$ cat src/hw/rtl/ig3_pkg.sv
// Shared constants and types for the 3x3 image gradient block.
package ig3_pkg;

  localparam int MAX_WIDTH_DEF  = 2048;
  localparam int PIXEL_BITS_DEF = 8;

  localparam int PIXEL_IN_W = 8;
  localparam int DIM_W      = 12;
  localparam int COL_OUT_W  = 11;
  localparam int GRAD_W     = 11;
  localparam int CFG_IDX_W  = 2;
  localparam int CFG_DATA_W = 12;

  localparam logic [CFG_IDX_W-1:0] REG_FRAME_WIDTH   = 2'd0;
  localparam logic [CFG_IDX_W-1:0] REG_FRAME_HEIGHT  = 2'd1;
  localparam logic [CFG_IDX_W-1:0] REG_GRADIENT_MODE = 2'd2;

  localparam logic [DIM_W-1:0] FRAME_WIDTH_RST  = 12'd640;
  localparam logic [DIM_W-1:0] FRAME_HEIGHT_RST = 12'd480;
  localparam logic [DIM_W-1:0] FRAME_MIN        = 12'd3;

  localparam logic MODE_CENTRAL = 1'b0;
  localparam logic MODE_SOBEL   = 1'b1;

  typedef struct packed {
    logic [DIM_W-1:0] w_last;
    logic [DIM_W-1:0] h_last;
    logic             mode;
  } frame_cfg_t;

  typedef struct packed {
    logic signed [GRAD_W-1:0] gx;
    logic signed [GRAD_W-1:0] gy;
    logic [DIM_W-1:0]         rc;
    logic [DIM_W-1:0]         cc;
    logic                     top;
    logic                     bot;
    logic                     left;
    logic                     right;
  } centre_t;

endpackage

$ cat src/hw/rtl/ig3_emit.sv
// Result sequencer: expands one centre derivative into its border copies.
module ig3_emit (
  input  logic                                 clk,
  input  logic                                 rst_n,
  input  logic                                 itm_valid,
  input  ig3_pkg::centre_t                     itm,
  input  ig3_pkg::frame_cfg_t                  cfg,
  output logic                                 emit_ready,
  output logic                                 out_valid,
  input  logic                                 out_ready,
  output logic [ig3_pkg::DIM_W-1:0]            out_row,
  output logic [ig3_pkg::COL_OUT_W-1:0]        out_col,
  output logic signed [ig3_pkg::GRAD_W-1:0]    out_grad_x,
  output logic signed [ig3_pkg::GRAD_W-1:0]    out_grad_y,
  output logic                                 out_last_of_run,
  output logic                                 out_end_of_frame
);

  localparam logic [1:0] SEL_FIRST  = 2'd0;
  localparam logic [1:0] SEL_CENTRE = 2'd1;
  localparam logic [1:0] SEL_LAST   = 2'd2;

  logic                               s2_valid_r;
  ig3_pkg::centre_t                   s2_r;
  logic [1:0]                         ri_r, ri_nxt;
  logic [1:0]                         ci_r, ci_nxt;

  logic                               out_valid_r;
  logic [ig3_pkg::DIM_W-1:0]          out_row_r;
  logic [ig3_pkg::COL_OUT_W-1:0]      out_col_r;
  logic signed [ig3_pkg::GRAD_W-1:0]  grad_x_r;
  logic signed [ig3_pkg::GRAD_W-1:0]  grad_y_r;
  logic                               last_r;
  logic                               eof_r;

  logic                               fire;
  logic                               col_more, row_more, done;
  logic [ig3_pkg::DIM_W-1:0]          row_val, col_val;

  assign fire       = s2_valid_r && (!out_valid_r || out_ready);
  assign col_more   = (ci_r == SEL_FIRST) || ((ci_r == SEL_CENTRE) && s2_r.right);
  assign row_more   = (ri_r == SEL_FIRST) || ((ri_r == SEL_CENTRE) && s2_r.bot);
  assign done       = !col_more && !row_more;
  assign emit_ready = !s2_valid_r || (fire && done);

  always_comb begin
    case (ri_r)
      SEL_FIRST: row_val = '0;
      SEL_LAST:  row_val = cfg.h_last;
      default:   row_val = s2_r.rc;
    endcase
    case (ci_r)
      SEL_FIRST: col_val = '0;
      SEL_LAST:  col_val = cfg.w_last;
      default:   col_val = s2_r.cc;
    endcase
  end

  always_comb begin
    ri_nxt = ri_r;
    ci_nxt = ci_r;
    if (itm_valid) begin
      ri_nxt = itm.top ? SEL_FIRST : SEL_CENTRE;
      ci_nxt = itm.left ? SEL_FIRST : SEL_CENTRE;
    end else if (fire) begin
      if (col_more) begin
        ci_nxt = ci_r + 2'd1;
      end else if (row_more) begin
        ri_nxt = ri_r + 2'd1;
        ci_nxt = s2_r.left ? SEL_FIRST : SEL_CENTRE;
      end
    end
  end

  always_ff @(posedge clk) begin
    if (!rst_n) begin
      s2_valid_r <= 1'b0;
    end else if (itm_valid) begin
      s2_valid_r <= 1'b1;
    end else if (fire && done) begin
      s2_valid_r <= 1'b0;
    end
  end

  always_ff @(posedge clk) begin
    ri_r <= ri_nxt;
    ci_r <= ci_nxt;
    if (itm_valid) begin
      s2_r <= itm;
    end
  end

  always_ff @(posedge clk) begin
    if (!rst_n) begin
      out_valid_r <= 1'b0;
    end else if (fire) begin
      out_valid_r <= 1'b1;
    end else if (out_ready) begin
      out_valid_r <= 1'b0;
    end
  end

  always_ff @(posedge clk) begin
    if (fire) begin
      out_row_r <= row_val;
      out_col_r <= col_val[ig3_pkg::COL_OUT_W-1:0];
      grad_x_r  <= s2_r.gx;
      grad_y_r  <= s2_r.gy;
      last_r    <= done;
      eof_r     <= (row_val == cfg.h_last) && (col_val == cfg.w_last);
    end
  end

  assign out_valid        = out_valid_r;
  assign out_row          = out_row_r;
  assign out_col          = out_col_r;
  assign out_grad_x       = grad_x_r;
  assign out_grad_y       = grad_y_r;
  assign out_last_of_run  = last_r;
  assign out_end_of_frame = eof_r;

endmodule

$ cat config.mk
export PLATFORM = sky130hd
export DESIGN_NAME = ig3_emit
export DESIGN_NICKNAME = d
export VERILOG_FILES = /design/src/hw/rtl/ig3_pkg.sv /design/src/hw/rtl/ig3_emit.sv
export SDC_FILE = /design/constraint.sdc
export NUM_CORES = 1
export LEC_CHECK = 0
export ABC_AREA = 0
export ABC_CLOCK_PERIOD_IN_PS = 4200
export BUFFER_PORTS_ARGS = -buffer_cell sky130_fd_sc_hd__buf_4
export CORE_ASPECT_RATIO = 0.9
export CORE_MARGIN = 2
export CORE_UTILIZATION = 25
export DETAILED_ROUTE_END_ITERATION = 12
export GPL_TIMING_DRIVEN = 0
export PLACE_DENSITY_LB_ADDON = 0.3
export SLEW_MARGIN = 15
export SYNTH_ARGS = -nofsm -noshare
export SYNTH_HDL_FRONTEND = slang
export SYNTH_SLANG_ARGS = --single-unit
$ cat constraint.sdc
create_clock -name clk -period 4.2 [get_ports clk]
set_input_delay 0.21 -clock clk [delete_from_list [all_inputs] [get_ports clk]]
set_output_delay 0.21 -clock clk [all_outputs]
set_load 0.01 [all_outputs]
# After elaboration in Yosys (flattened, before gate mapping)
# Cells that the tools add are included.
[word_totals] output_inout_bits=49 regBits=102
[classes] add_sub_neg=2 eq_ne=7 mux=17 reduce_logical=23
[op_table] operator="case mux 12 bit (2 select lines)" n=2
[op_table] operator="equality test 12 bit" n=2
[op_table] operator="2-to-1 mux 2 bit" n=8
[op_table] operator="nonzero test 2 bit" n=4
[op_table] operator="2-to-1 mux 1 bit" n=7
[op_table] operator="logical AND 1 bit" n=6
[op_table] operator="adder 2 x 1 -> 2 bit (second input constant)" n=2
[op_table] operator="equality test 2 x 1 -> 1 bit (second input constant)" n=2
[op_table] operator="equality test 2 bit (second input constant)" n=2
[op_table] operator="logical NOT 1 bit" n=4
[op_table] operator="logical NOT 2 bit" n=2
[op_table] operator="logical OR 1 bit" n=4
[op_table] operator="AND reduction 3 bit" n=1
[op_table] operator="nonzero test 3 bit" n=1
[op_table] operator="inequality test 2 bit (second input constant)" n=1
[op_table] operator="AND reduction 2 bit" n=1

# Depth between registers and ports, before layout
[depth] ltp_word=8 mapped_depth=7 mapped_depth_nobuf=7

# Worst setup path before layout
# Ideal clock, no wire load.
[synth_timing] path_type="register to register" from="register out_valid_r (netlist: out_valid)" to="register ri_r[0], enable pin" arrival_ps=3017 required_time_ps=3883 path_buffers=0 stages_incl_launch_ff=5 setup_slack_ps=866 path_cell_list="dfxtp_1 > nor2b_1 > nor2b_1 > nand2_1 > o21ai_1"
[synth_via] elab_chain_len=5
[synth_rtl] item="from (decl)" line_no="ig3_emit.sv:28" source="logic out_valid_r;"
[synth_rtl] item="from (signal assigned)" line_no="ig3_emit.sv:95" source="out_valid_r <= 1'b0;"
[synth_rtl] item="from (signal assigned)" line_no="ig3_emit.sv:97" source="out_valid_r <= 1'b1;"
[synth_rtl] item="from (signal assigned)" line_no="ig3_emit.sv:99" source="out_valid_r <= 1'b0;"
[synth_rtl] item="logical NOT 1 bit" line_no="ig3_emit.sv:40" source="assign fire = s2_valid_r && (!out_valid_r || out_ready);"
[synth_rtl] item="logical OR 1 bit" line_no="ig3_emit.sv:40"
[synth_rtl] item="logical AND 1 bit" line_no="ig3_emit.sv:40"
[synth_rtl] item="via fire" line_no="ig3_emit.sv:36" source="logic fire;"
[synth_rtl] item="nonzero test 2 bit (no source line)"
[synth_rtl] item="AND reduction 3 bit (no source line)"
[synth_rtl] item="to (signal assigned)" line_no="ig3_emit.sv:86" source="ri_r <= ri_nxt;"
[synth_rtl] item="to (decl)" line_no="ig3_emit.sv:25" source="logic [1:0] ri_r, ri_nxt;"
# The timed path passes the listed nets, and every way through them passes these cells.
# A chain may end at the register's enable or synchronous reset.

# Final worst setup path
[layout_timing] from="register ci_r[0]" to="output port emit_ready"
[layout_via] elab_chain_len=7 word_cells_on_any_way=8
[layout_rtl] item="from (decl)" line_no="ig3_emit.sv:26" source="logic [1:0] ci_r, ci_nxt;"
[layout_rtl] item="from (signal assigned)" line_no="ig3_emit.sv:87" source="ci_r <= ci_nxt;"
[layout_rtl] item="equality test 2 x 1 -> 1 bit" line_no="ig3_emit.sv:41" source="assign col_more = (ci_r == SEL_FIRST) || ((ci_r == SEL_CENTRE) && s2_r.right);"
[layout_rtl] item="logical AND 1 bit" line_no="ig3_emit.sv:41"
[layout_rtl] item="logical OR 1 bit (*)" line_no="ig3_emit.sv:41"
[layout_rtl] item="logical NOT 1 bit (*)" line_no="ig3_emit.sv:43" source="assign done = !col_more && !row_more;"
[layout_rtl] item="logical AND 1 bit (*)" line_no="ig3_emit.sv:43"
[layout_rtl] item="logical AND 1 bit (*)" line_no="ig3_emit.sv:44" source="assign emit_ready = !s2_valid_r || (fire && done);"
[layout_rtl] item="logical OR 1 bit (*)" line_no="ig3_emit.sv:44"
[layout_rtl] item="to (decl)" line_no="ig3_emit.sv:8" source="output logic emit_ready,"
# Mark *: on every way between the ends. The rest lies on a longest branch, timed or not.

==> reports/metrics.yaml <==
synthesis:
  synth_cell_type_count: 39
  ys_ff_latch: 102
  synth_top_area_share_pct: 75.2
  synthTopCellsByArea: "edfxtp_1 75%, nand2_1 2.5%, a22o_1 2.4%"
  ys.flop_type: "edfxtp_1"
  synth_most_common_cell: "edfxtp_1"
  seq_area_frac_synth_pct: 76.2
  ys_async_sr_fraction_pct: 0
  syn_inst: 261
  synth_edf_count: 100
  synth_nets: 346
  yosys_warnings: 0
  netlist_top_cells_count: "100 x edfxtp_1, 27 x nand2_1, 21 x inv_1, 15 x nor2b_1, 13 x o21ai_1"
  yosys.area.top_type: "edfxtp_1"
  avgSynthCellArea_um2: 15.3
  synth_area_um2: 4000
placement:
  gp_congestion: 0.835
  port_buffers: 126
  hpwlAfterDp_um: 6890
  pre_cts_slack_ns: 2.26
  placed_cells: 590
detailed_routing:
  finalWirelength_um: 9050
  drc: 0
  ant_nets: 0
  vias_per_cell: 4.28
  wl_met1_um: 3620
  wl_per_cell_um: 14.9
  routed.top_layer: "met4"
  wl_met2_um: 4730
  drtIter0Drc: 120
  met3_length_um: 555
  drtPass1Iterations: 4
  vias: 2593
flow_run:
  cap_violations: 0
global_routing:
  grt_max_degree: 56
  antenna_found_initial: 0
  grt_pass1_vias: 2674
  grtUsageTotal_pct: 10.9
  grt_pass1_wl_um: 13700
  gr-total-overflow: 0
clock_network:
  ctsHoldBuffers: 0
  cts_buffers: 9
  cts.clk_slew.worst_paths_ns: 0.07
  htree_num_levels: 3
  cts_tree: "built"
  cts-root-buf: "clkbuf_16"
  cts_resized: 0
  cts_setup_buffers: 0
  cts.path.max_buffers: 2
  clock_latency_ns: 0.34
  cts_sinks: 102
timing:
  timing.fmax_mhz: 464
  rsz0062_at_grt: "false"
  period_needed_ns: 2.15
  finalWorstSetupSlack_ns: 2.05
  period_share_pct: 51.3
  fin_setup_tns_ns: 0
  slew_headroom_pct: 52.3
  final_hold_viol_count: 0
  maxSlewViolCount: 0
  tightest_slew_ns: 0.716
  setup_viol: 0
  skew_ns: 0.00779
worst_setup_path:
  crit_fanout: 7
  critPathSlowestCell: "edfxtp_1"
  crit_start: "ci_r[0]"
  rr_startpoint: "ri_r[0]"
  cp_cell_sequence: "inv_1, ha_1, a21oi_1, nand2_1, o21ai_1, buf_4"
  critical-path-max-stage-delay_ns: 0.36
  arrival_ns: 1.94
  rr_worst_depth: 7
  endpoint_kind: "primary output"
  critPathKind: "reg2out"
  startpoint_type: "flop"
  critPathRequiredTime_ns: 3.99
outcome:
  outcome: "completed"
hold_path:
  whs_path_depth: 1
  hp-start: "itm[16]"
  hp-class: "in2reg"
finish:
  final_cells: 606
  diodes: 0
  register_area_um2: 3040
  fillers: 1475
  drive_gt1_share_pct: 35.4
  synthToLayoutAreaGrowth_pct: 39.2
  multi_input_area_um2: 862
  nets: 484
floorplanning:
  fp.dieH_um: 124
  dieArea_um2: 17000
  row_count: 43
  die_x_um: 137
  core_um2: 15500
  start_util_pct: 25.7
  io_pins: 128
power_and_ir_drop:
  leakagePower_nw: 2.20
  max-vdd-ir-drop_mv: 0.249
  powerDensity_nw_per_um2: 450
  power_w: 0.00250
[critical path: cells and delay by family, from the launching register on]
family,cells,cell delay (ns)
adder cells (fa/ha/maj),1,0.30
AO/OA/AOI/OAI,2,0.55
flip-flops,1,0.36
AND/OR/NAND/NOR,1,0.16
buffers and inverters,2,0.23
[layout by cell type, fill, tap and decap left out, types with 2 or more instances in the layout]
cell type | netlist | routed
clkbuf_16 | 0 | 9
o2111a_1 | 2 | 2
buf_4 | 0 | 126
o2111ai_1 | 2 | 2
nand2b_1 | 9 | 9
o22ai_1 | 3 | 3
nand2_1 | 27 | 27
nor2b_1 | 15 | 14
o221ai_1 | 2 | 2
a2bb2oi_1 | 2 | 2
clkbuf_1 | 4 | 5
o41ai_1 | 2 | 2
a2111o_1 | 2 | 2
o21ai_1 | 13 | 13
ha_1 | 6 | 6
edfxtp_1 | 100 | 100
o31ai_1 | 2 | 2
a22o_1 | 11 | 11
inv_1 | 21 | 21
o21ai_0 | 2 | 2
bufinv_16 | 0 | 3
nor2_1 | 8 | 8
o21a_1 | 2 | 2
dfxtp_1 | 2 | 2
a21oi_1 | 7 | 7
[metal layers]
metal / vias to the layer above / GRT usage (%)
met4: 0 / 4.51
met3: 10 / 4.07
met2: 81 / 18.4
li1: 1260 / -
met1: 1242 / 12.4
met5: - / 0
[stage by stage]
step	utilization [%]	cell area (µm²)	hold WS [ns]
floorplan	-	4000	0.309
global placement	33.4	5190	0.389
detailed placement	33.6	5220	0.389
CTS	35.8	5560	0.0136
global route	35.8	5560	0.00953
finish	35.8	5560	0.0355
[final cells by class]
| class | count | share of cell area [%] |
|---|---|---|
| buffer | 5 | 0.338 |
| clock buffer | 10 | 4.12 |
| clock inverter | 6 | 1.98 |
| inverter | 21 | 1.42 |
| multi-input combinational | 133 | 15.5 |
| sequential | 102 | 54.7 |
| tap | 202 | 4.55 |
| timing repair buffer | 127 | 17.4 |
[report_power, final]
group | internal (W) | total, W | switching, W
logic | 0.000154 | 0.000314 | 0.000160
clock network | 0.000581 | 0.000933 | 0.000351
registers | 0.00123 | 0.00126 | 0.0000312
total | 0.00196 | 0.00250 | 0.000543
[cell families after synthesis]
| kind of cell | synth area share, % |
|---|---|
| flops | 76.2 |
| simple gates | 8.96 |
| compound gates | 10.3 |
| buf+inv | 2.44 |
| fa+ha+maj | 1.88 |
| mux | 0.251 |
[state kept, by name (all words and copies together), names as in the netlist, 2 cells and up]
signal and cells:
out_row 12, out_col 11, s2_r 49, ci_r 2, ri_r 2, out_grad_y 11, out_grad_x 11
[worst paths after layout]
kind	end	slack, ns
max	emit_ready	2.05
min	s2_r[16]	0.04
max reg2reg	out_end_of_frame	2.23
min reg2reg	out_grad_y[0]	0.42
Power figures use the tool's default switching activity.
