===== src/hw/rtl/ig3_pkg.sv =====
// Shared constants and types for the 3x3 image gradient block.
package ig3_pkg;

  localparam int MAX_WIDTH_DEF  = 2048;
  localparam int PIXEL_BITS_DEF = 8;

  localparam int PIXEL_IN_W = 8;
  localparam int DIM_W      = 12;
  localparam int COL_OUT_W  = 11;
  localparam int GRAD_W     = 11;
  localparam int CFG_IDX_W  = 2;
  localparam int CFG_DATA_W = 12;

  localparam logic [CFG_IDX_W-1:0] REG_FRAME_WIDTH   = 2'd0;
  localparam logic [CFG_IDX_W-1:0] REG_FRAME_HEIGHT  = 2'd1;
  localparam logic [CFG_IDX_W-1:0] REG_GRADIENT_MODE = 2'd2;

  localparam logic [DIM_W-1:0] FRAME_WIDTH_RST  = 12'd640;
  localparam logic [DIM_W-1:0] FRAME_HEIGHT_RST = 12'd480;
  localparam logic [DIM_W-1:0] FRAME_MIN        = 12'd3;

  localparam logic MODE_CENTRAL = 1'b0;
  localparam logic MODE_SOBEL   = 1'b1;

  typedef struct packed {
    logic [DIM_W-1:0] w_last;
    logic [DIM_W-1:0] h_last;
    logic             mode;
  } frame_cfg_t;

  typedef struct packed {
    logic signed [GRAD_W-1:0] gx;
    logic signed [GRAD_W-1:0] gy;
    logic [DIM_W-1:0]         rc;
    logic [DIM_W-1:0]         cc;
    logic                     top;
    logic                     bot;
    logic                     left;
    logic                     right;
  } centre_t;

endpackage


===== src/hw/rtl/ig3_window.sv =====
// Read stage: 3x3 window, line store write-back and derivative computation.
module ig3_window #(
  parameter int MAX_WIDTH  = ig3_pkg::MAX_WIDTH_DEF,
  parameter int PIXEL_BITS = ig3_pkg::PIXEL_BITS_DEF
) (
  input  logic                                   clk,
  input  logic                                   rst_n,
  input  logic                                   in_fire,
  input  logic [PIXEL_BITS-1:0]                  in_px,
  input  logic [ig3_pkg::DIM_W-1:0]              in_row,
  input  logic [ig3_pkg::DIM_W-1:0]              in_col,
  input  logic [2*PIXEL_BITS-1:0]                rd_data,
  input  ig3_pkg::frame_cfg_t                    cfg,
  input  logic                                   emit_ready,
  output logic                                   s1_ready,
  output logic                                   wr_en,
  output logic [((MAX_WIDTH > 1) ? $clog2(MAX_WIDTH) : 1)-1:0] wr_addr,
  output logic [2*PIXEL_BITS-1:0]                wr_data,
  output logic                                   itm_valid,
  output ig3_pkg::centre_t                       itm
);

  localparam int AW = (MAX_WIDTH > 1) ? $clog2(MAX_WIDTH) : 1;
  localparam int PB = PIXEL_BITS;
  localparam int GW = PIXEL_BITS + 4;

  logic                       s1_valid_r;
  logic [PB-1:0]              s1_px_r;
  logic [ig3_pkg::DIM_W-1:0]  s1_row_r;
  logic [ig3_pkg::DIM_W-1:0]  s1_col_r;
  logic [PB-1:0]              win_r [6];

  logic [PB-1:0]              up_px;
  logic [PB-1:0]              mid_px;
  logic                       has_res;
  logic                       s1_go;
  logic signed [GW-1:0]       nw, wm, sw, nn, ss, ne, em, se;
  logic signed [GW-1:0]       dx, dy, gx_full, gy_full;
  logic [ig3_pkg::DIM_W-1:0]  rc, cc;

  assign up_px   = rd_data[2*PB-1:PB];
  assign mid_px  = rd_data[PB-1:0];
  assign has_res = (s1_row_r >= 12'd2) && (s1_col_r >= 12'd2);
  assign s1_go   = s1_valid_r && (!has_res || emit_ready);
  assign s1_ready = !s1_valid_r || s1_go;

  assign wr_en   = s1_go;
  assign wr_addr = AW'(s1_col_r);
  assign wr_data = {mid_px, s1_px_r};

  always_ff @(posedge clk) begin
    if (!rst_n) begin
      s1_valid_r <= 1'b0;
    end else if (in_fire) begin
      s1_valid_r <= 1'b1;
    end else if (s1_go) begin
      s1_valid_r <= 1'b0;
    end
  end

  always_ff @(posedge clk) begin
    if (in_fire) begin
      s1_px_r  <= in_px;
      s1_row_r <= in_row;
      s1_col_r <= in_col;
    end
  end

  // columns c-2 in entries 0..2, c-1 in 3..5 (top, middle, bottom)
  always_ff @(posedge clk) begin
    if (s1_go) begin
      win_r[0] <= win_r[3];
      win_r[1] <= win_r[4];
      win_r[2] <= win_r[5];
      win_r[3] <= up_px;
      win_r[4] <= mid_px;
      win_r[5] <= s1_px_r;
    end
  end

  always_comb begin
    nw = $signed({4'b0, win_r[0]});
    wm = $signed({4'b0, win_r[1]});
    sw = $signed({4'b0, win_r[2]});
    nn = $signed({4'b0, win_r[3]});
    ss = $signed({4'b0, win_r[5]});
    ne = $signed({4'b0, up_px});
    em = $signed({4'b0, mid_px});
    se = $signed({4'b0, s1_px_r});
    dx = em - wm;
    dy = ss - nn;
    if (cfg.mode == ig3_pkg::MODE_SOBEL) begin
      gx_full = (dx <<< 1) + ne + se - nw - sw;
      gy_full = (dy <<< 1) + se + sw - ne - nw;
    end else begin
      gx_full = dx <<< 2;
      gy_full = dy <<< 2;
    end
  end

  assign rc = s1_row_r - 12'd1;
  assign cc = s1_col_r - 12'd1;

  assign itm_valid = s1_go && has_res;

  always_comb begin
    itm.gx    = ig3_pkg::GRAD_W'(gx_full);
    itm.gy    = ig3_pkg::GRAD_W'(gy_full);
    itm.rc    = rc;
    itm.cc    = cc;
    itm.top   = (rc == 12'd1);
    itm.bot   = (rc == cfg.h_last - 12'd1);
    itm.left  = (cc == 12'd1);
    itm.right = (cc == cfg.w_last - 12'd1);
  end

endmodule


===== config.mk =====
export PLATFORM = sky130hd
export DESIGN_NAME = ig3_window
export DESIGN_NICKNAME = d
export VERILOG_FILES = /design/src/hw/rtl/ig3_pkg.sv /design/src/hw/rtl/ig3_window.sv
export SDC_FILE = /design/constraint.sdc
export NUM_CORES = 1
export LEC_CHECK = 0
export ABC_AREA = 1
export BUFFER_PORTS_ARGS = -buffer_cell sky130_fd_sc_hd__buf_4
export CORE_AREA = 4 4 124 173
export CTS_CLUSTER_DIAMETER = 120
export DETAILED_ROUTE_END_ITERATION = 8
export DIE_AREA = 0 0 128 177
export PLACE_DENSITY = 0.66
export REMOVE_ABC_BUFFERS = 1
export SLEW_MARGIN = 30
export SYNTH_ARGS = -nofsm -noshare
export SYNTH_HDL_FRONTEND = slang
export SYNTH_SLANG_ARGS = --single-unit

===== constraint.sdc =====
create_clock -name clk -period 9.1 [get_ports clk]
set_clock_uncertainty 0.05 [all_clocks]
set_input_delay 0.455 -clock clk [delete_from_list [all_inputs] [get_ports clk]]
set_output_delay 0.455 -clock clk [all_outputs]
set_load 0.02 [all_outputs]

== After elaboration in Yosys (flattened, before gate mapping) ==
Memory sizes are Yosys's and may differ from the RTL's.
Cells that the tools add are included.

* $add $sub $neg: 14
* Order comparisons: 2
* Eq/ne operators: 4
* Mux-type cells: 6
* Reductions and logical operators: 8

{| class="wikitable"
|+ Operators by type and width
! operator !! count
|-
| $sub A12 B1 Y12 const B || 4
|-
| $sub A11 B9 Y11 || 4
|-
| $eq A12 B1 Y1 const B || 2
|-
| $eq A12 B12 Y1 || 2
|-
| $ge A12 B2 Y1 const B || 2
|-
| $add A10 B9 Y11 || 2
|-
| $add A11 B9 Y11 || 2
|-
| $mux W11 || 2
|-
| $sub A8 B8 Y9 || 2
|-
| $mux W1 || 4
|-
| $logic_and A1 B1 Y1 || 3
|-
| $logic_not A1 Y1 || 2
|-
| $logic_or A1 B1 Y1 || 2
|-
| $reduce_bool A2 Y1 || 1
|}

* Register bits: 33
* Memory bits (writable): 48
* Input bits: 77
* Output and inout port bits: 80
* Memories: 1

{| class="wikitable"
|+ Memory list
! name !! words !! bits a word !! rd ports !! clocked after Yosys merged registers in !! write ports !! RTL line !! text
|-
| win_r || 6 || 8 || 6 || 0 || 6 || ig3_window.sv:31 || <nowiki>logic [PB-1:0] win_r [6];</nowiki>
|}

== Logic depth before layout (Yosys ltp) ==
Gate-level depths: netlist of the first run.

* Word-level depth: 7
* Gate-level depth with buffers: 19
* Mapped depth without buffers: 19

== Least setup slack after synthesis of the first run ==
OpenSTA, ideal clock, no wires.

* Path type: register to output
* From: memory win_r[3][0] (netlist name)
* To: output itm[34] (netlist name)
* Arrival time: 3.656 ns
* Required time: 8.595 ns
* Slack: 4.939 ns
* Stages on the path, launching flop included: 15
* Buffers on the path: 0
* Cell sequence: edfxtp_1 > ha_1 > fa_1 > o21ai_0 > xor2_1 > fa_1 > inv_1 > fa_1 > inv_1 > ha_1 > inv_1 > o21bai_1 > a21oi_1 > or2_2 > a31oi_1

{| class="wikitable"
|+ RTL lines
! what !! RTL line !! text
|-
| start: declaration || ig3_window.sv:31 ||
|-
| end: declaration || ig3_window.sv:20 || <nowiki>output ig3_pkg::centre_t itm</nowiki>
|}

==> results.ini, run 1 <==
[drt]
vias = 6714
ant_nets = 0
first_pass_iters = 4
drt_iter0_drc = 278
drc = 0
post_drt_wl_per_cell_um = 12.7
drt-total-wl_um = 18300
viasPerCell = 4.64

[worst_setup_path]
path_class = register to primary output
slowest_stage = fa_1
cp-start-kind = register
crit_chain = ha_1 -> fa_1 -> o21ai_0 -> a21oi_1 -> xor2_1 -> fa_1 -> fa_1 -> inv_1 -> ha_1 -> nand2_1 -> nor3_1 -> o21ai_0 -> nand3_1 -> nand2_1 -> nand3_1 -> nand2_1 -> buf_4
cp.required_ns = 8.60
crit_path_max_fanout = 5
crit_buf_inv = 2
cp_data_arrival_time_ns = 4.40
cp-end-kind = primary output
critPathMaxStageDelay_ns = 0.51
cp_top_family = adder cells

[clock_tree]
htree_levels = 3
holdBufCountCts = 0
clockBufferDepth = 2
cts_resized = 0
path_clk_slew_ns = 0.07
clk_latency_ns = 0.35
cts_root_buf = clkbuf_16
cts_made_buffers = 9
clock_sinks = 81
cts_setup_buffers = 0
cts_tree = built

[place]
post-place-ws_ns = 4.59
gp_congestion = 0.828
portBuffers = 156
place_area_mm2 = 0.00916
dp_cells = 1430
hpwl_um = 15500

[floorplan]
dieArea_mm2 = 0.0227
placement_rows = 61
die_x_um = 128
core_area_mm2 = 0.0198
boundaryPins = 157
die_y_um = 177
start_util_pct = 39.4

[final_layout]
num-nets-final = 1364
final_cells = 1446
area_growth_pct = 21.0
n_antenna_cell = 0
final_util_pct = 47.7
final_layout_size_suffix_gt1_share_pct = 18.6
postLayoutCellArea_mm2 = 0.00947

[timing]
hold_viol = 0
slew_headroom_pct = 56.8
worst_slew_pin_slew_ns = 0.647
maxSlewViolCount = 0
finalCriticalPeriod_ns = 4.90
rsz0062_at_grt = no
setup_violations = 0
fin_crit_sh_pct = 53.9
fmax_mhz = 204
setup_slack_ns = 4.20
setup_tns_ns = 0

[synth]
seq_area_frac_synth_pct = 31.0
synth_cell_types = 37
synth-edff-count = 80
netlist_instances = 1043
ys.flop_type = edfxtp_1
syn_avg_cell_area_um2 = 7.50
synth_area_leader_cell = edfxtp_1
synthTopCellsByArea = edfxtp_1 (31%), nand2_1 (16%), fa_1 (12%)
async_flop_share_pct = 0
ys_warn_count = 0
yosysTopAreaCellShare_pct = 30.7
netlist_area_mm2 = 0.00782
ys_seq_elements = 81

[power_and_ir_drop]
peakVddDrop_v = 0.000146
p_leak_nw = 5.10
powerDensity_mw_per_mm2 = 174

[grt]
grt_pass1_wl_um = 30600
grt.total_usage_pct = 16.9
grt_antenna_before_repair = 0
overflow = 0
grt_pass1_vias = 6786
grt_max_degree = 50

[status]
status = completed

[min_path]
hp-class = input port to register

[flow_run]
drv_cap = 0

report_power, final:
part           switching, mW  total (mW)  internal [mW]
combinational          0.499       0.824          0.325
sequential            0.0205       0.453          0.433
clock                  0.156       0.371          0.215
flip-flops by register name, indices dropped and copies added, names as in the netlist:
register    flops
s1_col_r       12
s1_px_r         8
s1_row_r       12
s1_valid_r      1
win_r          48
cells in the mapped netlist, types with 2 or more instances:
cell      instances
a21o_1            4
a21oi_1          25
a31oi_1           3
and2_1            2
buf_4            19
clkbuf_1          3
clkinv_1          2
edfxtp_1         80
fa_1             48
ha_1             50
inv_1           234
inv_2             5
nand2_1         331
nand2_2          15
nand3_1          62
nand3_2           2
nand3b_1          3
nand4_1           8
nor2_1           61
nor2_2           11
nor2_4            5
nor3_1            9
nor3_2            3
o21ai_0          27
o21bai_1          2
o22ai_1           2
or2_2             3
xnor2_1           7
xor2_1            9
cells by family (layout without fill, tap and decap cells):
kind of cell | count (synthesis) | count (layout) | share of synthesized area (%)
adders and majority gates | 98 | 98 | 20.3
and+or+nand+nor | 518 | 518 | 28.7
xor gates and xnor gates | 16 | 16 | 1.79
buffers and inverters | 263 | 414 | 13.5
muxes | 1 | 1 | 0.128
AOI/OAI and AO/OA | 66 | 66 | 4.57
DFF | 81 | 81 | 31.0
cell type report:
type | count | area (µm²)
clock buffer | 9 | 225
timing repair buffer | 157 | 1180
inverter | 241 | 905
clock inverter | 7 | 77.6
multi-input combinational | 699 | 4340
fill | 2029 | 10400
tap | 252 | 315
sequential | 81 | 2420
routing by layer:
layer	track usage [%]	share of wire, %
met5	0	0
met4	5.04	1.7
met3	3.11	4.7
met2	33.0	55
met1	18.1	39
metrics by stage:
stage          hold WS, ns  power, mW
2_1_floorplan        0.350       1.03
3_3_place_gp         0.354       1.28
3_5_place_dp         0.357       1.29
4_1_cts              0.211       1.67
5_1_grt              0.208       1.81
6_report             0.229       1.65
cell usage in the layout, fill, tap and decap left out, types with 4 or more instances in the layout:
| cell | instances |
|---|---|
| nand2_1 | 331 |
| a21o_1 | 4 |
| edfxtp_1 | 80 |
| fa_1 | 48 |
| a21oi_1 | 25 |
| nor2_2 | 11 |
| buf_4 | 157 |
| nor2_1 | 61 |
| nor3_1 | 9 |
| xor2_1 | 9 |
| o21ai_0 | 27 |
| nand3_1 | 62 |
| inv_2 | 6 |
| xnor2_1 | 7 |
| nand4_1 | 8 |
| ha_1 | 50 |
| inv_1 | 233 |
| nand2_2 | 15 |
| nor2_4 | 5 |
| clkbuf_16 | 9 |
final timing paths:
check                              from                     to  slack, ns  cells past startpoint
setup / recovery  win_r[3][0]$_DFFE_PP_                itm[38]       4.20                     17
hold / removal                 in_px[5]   s1_px_r[5]$_DFFE_PP_       0.23                      1
setup reg to reg  s1_col_r[4]$_DFFE_PP_  win_r[2][7]$_DFFE_PP_       6.71                      8
hold reg to reg   win_r[4][2]$_DFFE_PP_  win_r[1][2]$_DFFE_PP_       0.37                      0
No activity file was read; power rests on OpenSTA's default activity.
==> run 2, diff against run 1 <==
--- a/config.mk
+++ b/config.mk
@@ -11,7 +11,7 @@
 export CTS_CLUSTER_DIAMETER = 120
 export DETAILED_ROUTE_END_ITERATION = 8
 export DIE_AREA = 0 0 128 177
-export PLACE_DENSITY = 0.66
+export PLACE_DENSITY = 0.69
 export REMOVE_ABC_BUFFERS = 1
 export SLEW_MARGIN = 30
 export SYNTH_ARGS = -nofsm -noshare
==> constraint.sdc (replaced) <==
create_clock -name clk -period 4 [get_ports clk]
set_clock_uncertainty 0.05 [all_clocks]
set_input_delay 0.2 -clock clk [delete_from_list [all_inputs] [get_ports clk]]
set_output_delay 0.2 -clock clk [all_outputs]
set_load 0.02 [all_outputs]
==> run 2 against run 1 <==
Effect of this change:
- the flow now finishes with violations (setup timing)
- clock-buffer cell count increased by 2
- final cell count increased by 4.8%
- via count increased by 4.8%
- sequential cell count unchanged
- first-iteration DRC count decreased by 1.8%
- sequential share of layout area decreased by 2.7 points
- register-to-register slack got worse by 5.1 ns
- routed wire length increased by 11%
- core utilization increased by 5.7 points
- setup slack got worse by 4.3 ns
- critical path type unchanged
- critical endpoint is now itm[34]
- largest cell class unchanged
==> results.ini, run 2 (synthesis results as in run 1) <==
[status]
status = finished with violations
violations = setup timing

[worst_setup_path]
reg2reg_depth = 8
cp-end-kind = primary output
crit_path_max_fanout = 5
path_class = register to primary output
cp-start-kind = register
cp_data_arrival_time_ns = 3.87
cp.required_ns = 3.75

[place]
gp_congestion = 0.893
dp_cells = 1451
portBuffers = 156
place_area_mm2 = 0.00932
hpwl_um = 16200

[drt]
viasPerCell = 4.64
first_pass_iters = 4
ant_nets = 0
post_drt_wl_per_cell_um = 13.4
drt-total-wl_um = 20400
vias = 7036
drc = 0
drt_iter0_drc = 273

[grt]
grt_pass1_vias = 7185
grt_max_degree = 34
grt_pass1_wl_um = 33300
grt_antenna_before_repair = 0
grt.total_usage_pct = 18.3
overflow = 0

[clock_tree]
path_clk_slew_ns = 0.06
clk_latency_ns = 0.34
clock_sinks = 81
cts_tree = built
cts_root_buf = clkbuf_16
htree_levels = 3
clockBufferDepth = 2
cts_made_buffers = 9

[timing]
fmax_mhz = 243
setup_slack_ns = -0.118
maxSlewViolCount = 0
fin_crit_sh_pct = 103
setup_tns_ns = -0.541
setup_violations = 7
hold_viol = 0
finalCriticalPeriod_ns = 4.12
rsz0062_at_grt = yes
worst_slew_pin_slew_ns = 0.499
slew_headroom_pct = 66.8

[final_layout]
seq_area_mm2 = 0.00242
area_growth_pct = 35.6
final_util_pct = 53.4
largest-register = win_r
postLayoutCellArea_mm2 = 0.0106
layout_commonest_cell = nand2_1
largest_reg_flops = 48
final_layout_size_suffix_gt1_share_pct = 26.4
final_cells = 1515
num-nets-final = 1433
n_antenna_cell = 0
layout_common_cells = nand2_1 (321), inv_1 (223), buf_4 (184), edfxtp_1 (80), nor2_1 (59)
multi_input_comb_area_mm2 = 0.00484
fillers = 1857
top_regs = win_r x48, s1_col_r x12, s1_row_r x12

[floorplan]
die_x_um = 128
start_util_pct = 39.4
core_area_mm2 = 0.0198
placement_rows = 61
boundaryPins = 157
dieArea_mm2 = 0.0227
die_y_um = 177

[power_and_ir_drop]
p_seq_share_pct = 22.6
powerDensity_mw_per_mm2 = 430
power.internal_mw = 2.72
finalPower_mw = 4.56
peakVddDrop_v = 0.000396
p_sw_mw = 1.84
combinationalPowerShare_pct = 58.3
p_leak_nw = 5.46
switching_share_pct = 40.3
clkPwrFrac_pct = 19.1

[min_path]
hold_path_depth = 1
hp-class = input port to register

[flow_run]
drv_cap = 0

run 2: final timing paths:
| path | slack [ns] | to | from |
|---|---|---|---|
| setup / recovery | -0.12 | itm[34] | win_r[3][0]$_DFFE_PP_ |
| hold / removal | 0.01 | win_r[4][0]$_DFFE_PP_ | rd_data[0] |
| setup reg to reg | 1.61 | win_r[2][6]$_DFFE_PP_ | s1_row_r[0]$_DFFE_PP_ |
| hold reg to reg | 0.37 | win_r[1][6]$_DFFE_PP_ | win_r[4][6]$_DFFE_PP_ |
run 2: cell type report:
| class | count | share of cell area, % |
|---|---|---|
| flip-flops and latches | 81 | 22.8 |
| clock inverters | 5 | 0.755 |
| repair buffers | 226 | 17.1 |
| multi-input cells | 699 | 45.6 |
| inverters | 241 | 8.53 |
| well taps | 252 | 2.97 |
| clock buffers | 11 | 2.19 |
run 2: layer usage:
metal	vias to the layer above	share of wire (%)	GRT usage, %
met1	3230	37	19.8
met4	0	2.5	5.88
met2	159	56	35.6
met5	-	0	0
met3	35	4.1	2.84
li1	3612	-	-
run 2: power by group through the flow:
| stage | sequential [mW] | clock [mW] | combinational (mW) |
|---|---|---|---|
| floorplan | 1.06 | 0 | 1.28 |
| detailed placement | 1.05 | 0 | 2.00 |
| CTS | 1.03 | 0.903 | 2.24 |
| global placement | 1.04 | 0 | 1.98 |
| finish | 1.03 | 0.872 | 2.66 |
| global route | 1.03 | 0.951 | 2.96 |
run 2: repair_timing:
action	in CTS	in global routing
endpoints found under the setup margin	11	14
hold buffers	34	1
pin swaps	35	35
hold endpoints to repair	34	1
resized for setup	52	61
setup buffers	4	10
run 2: metrics by stage:
step | hold WS, ns | setup slack, ns
after floorplan | 0.249 | 0.0944
after global placement | 0.328 | -0.0578
after detailed placement | 0.329 | -0.192
after CTS | 0.00139 | -0.208
after global routing | 0.00138 | -0.309
final | 0.0143 | -0.118
run 2: worst max-delay path: stages, from the launching register on:
cell	delay, ns
edfxtp_1	0.39
ha_2	0.21
fa_2	0.38
buf_6	0.14
xnor2_4	0.12
fa_1	0.50
inv_1	0.05
fa_1	0.51
inv_2	0.05
ha_4	0.31
buf_6	0.11
nand3_2	0.07
nand2_2	0.10
a21oi_2	0.07
or2_4	0.22
a31oi_1	0.13
buf_4	0.16
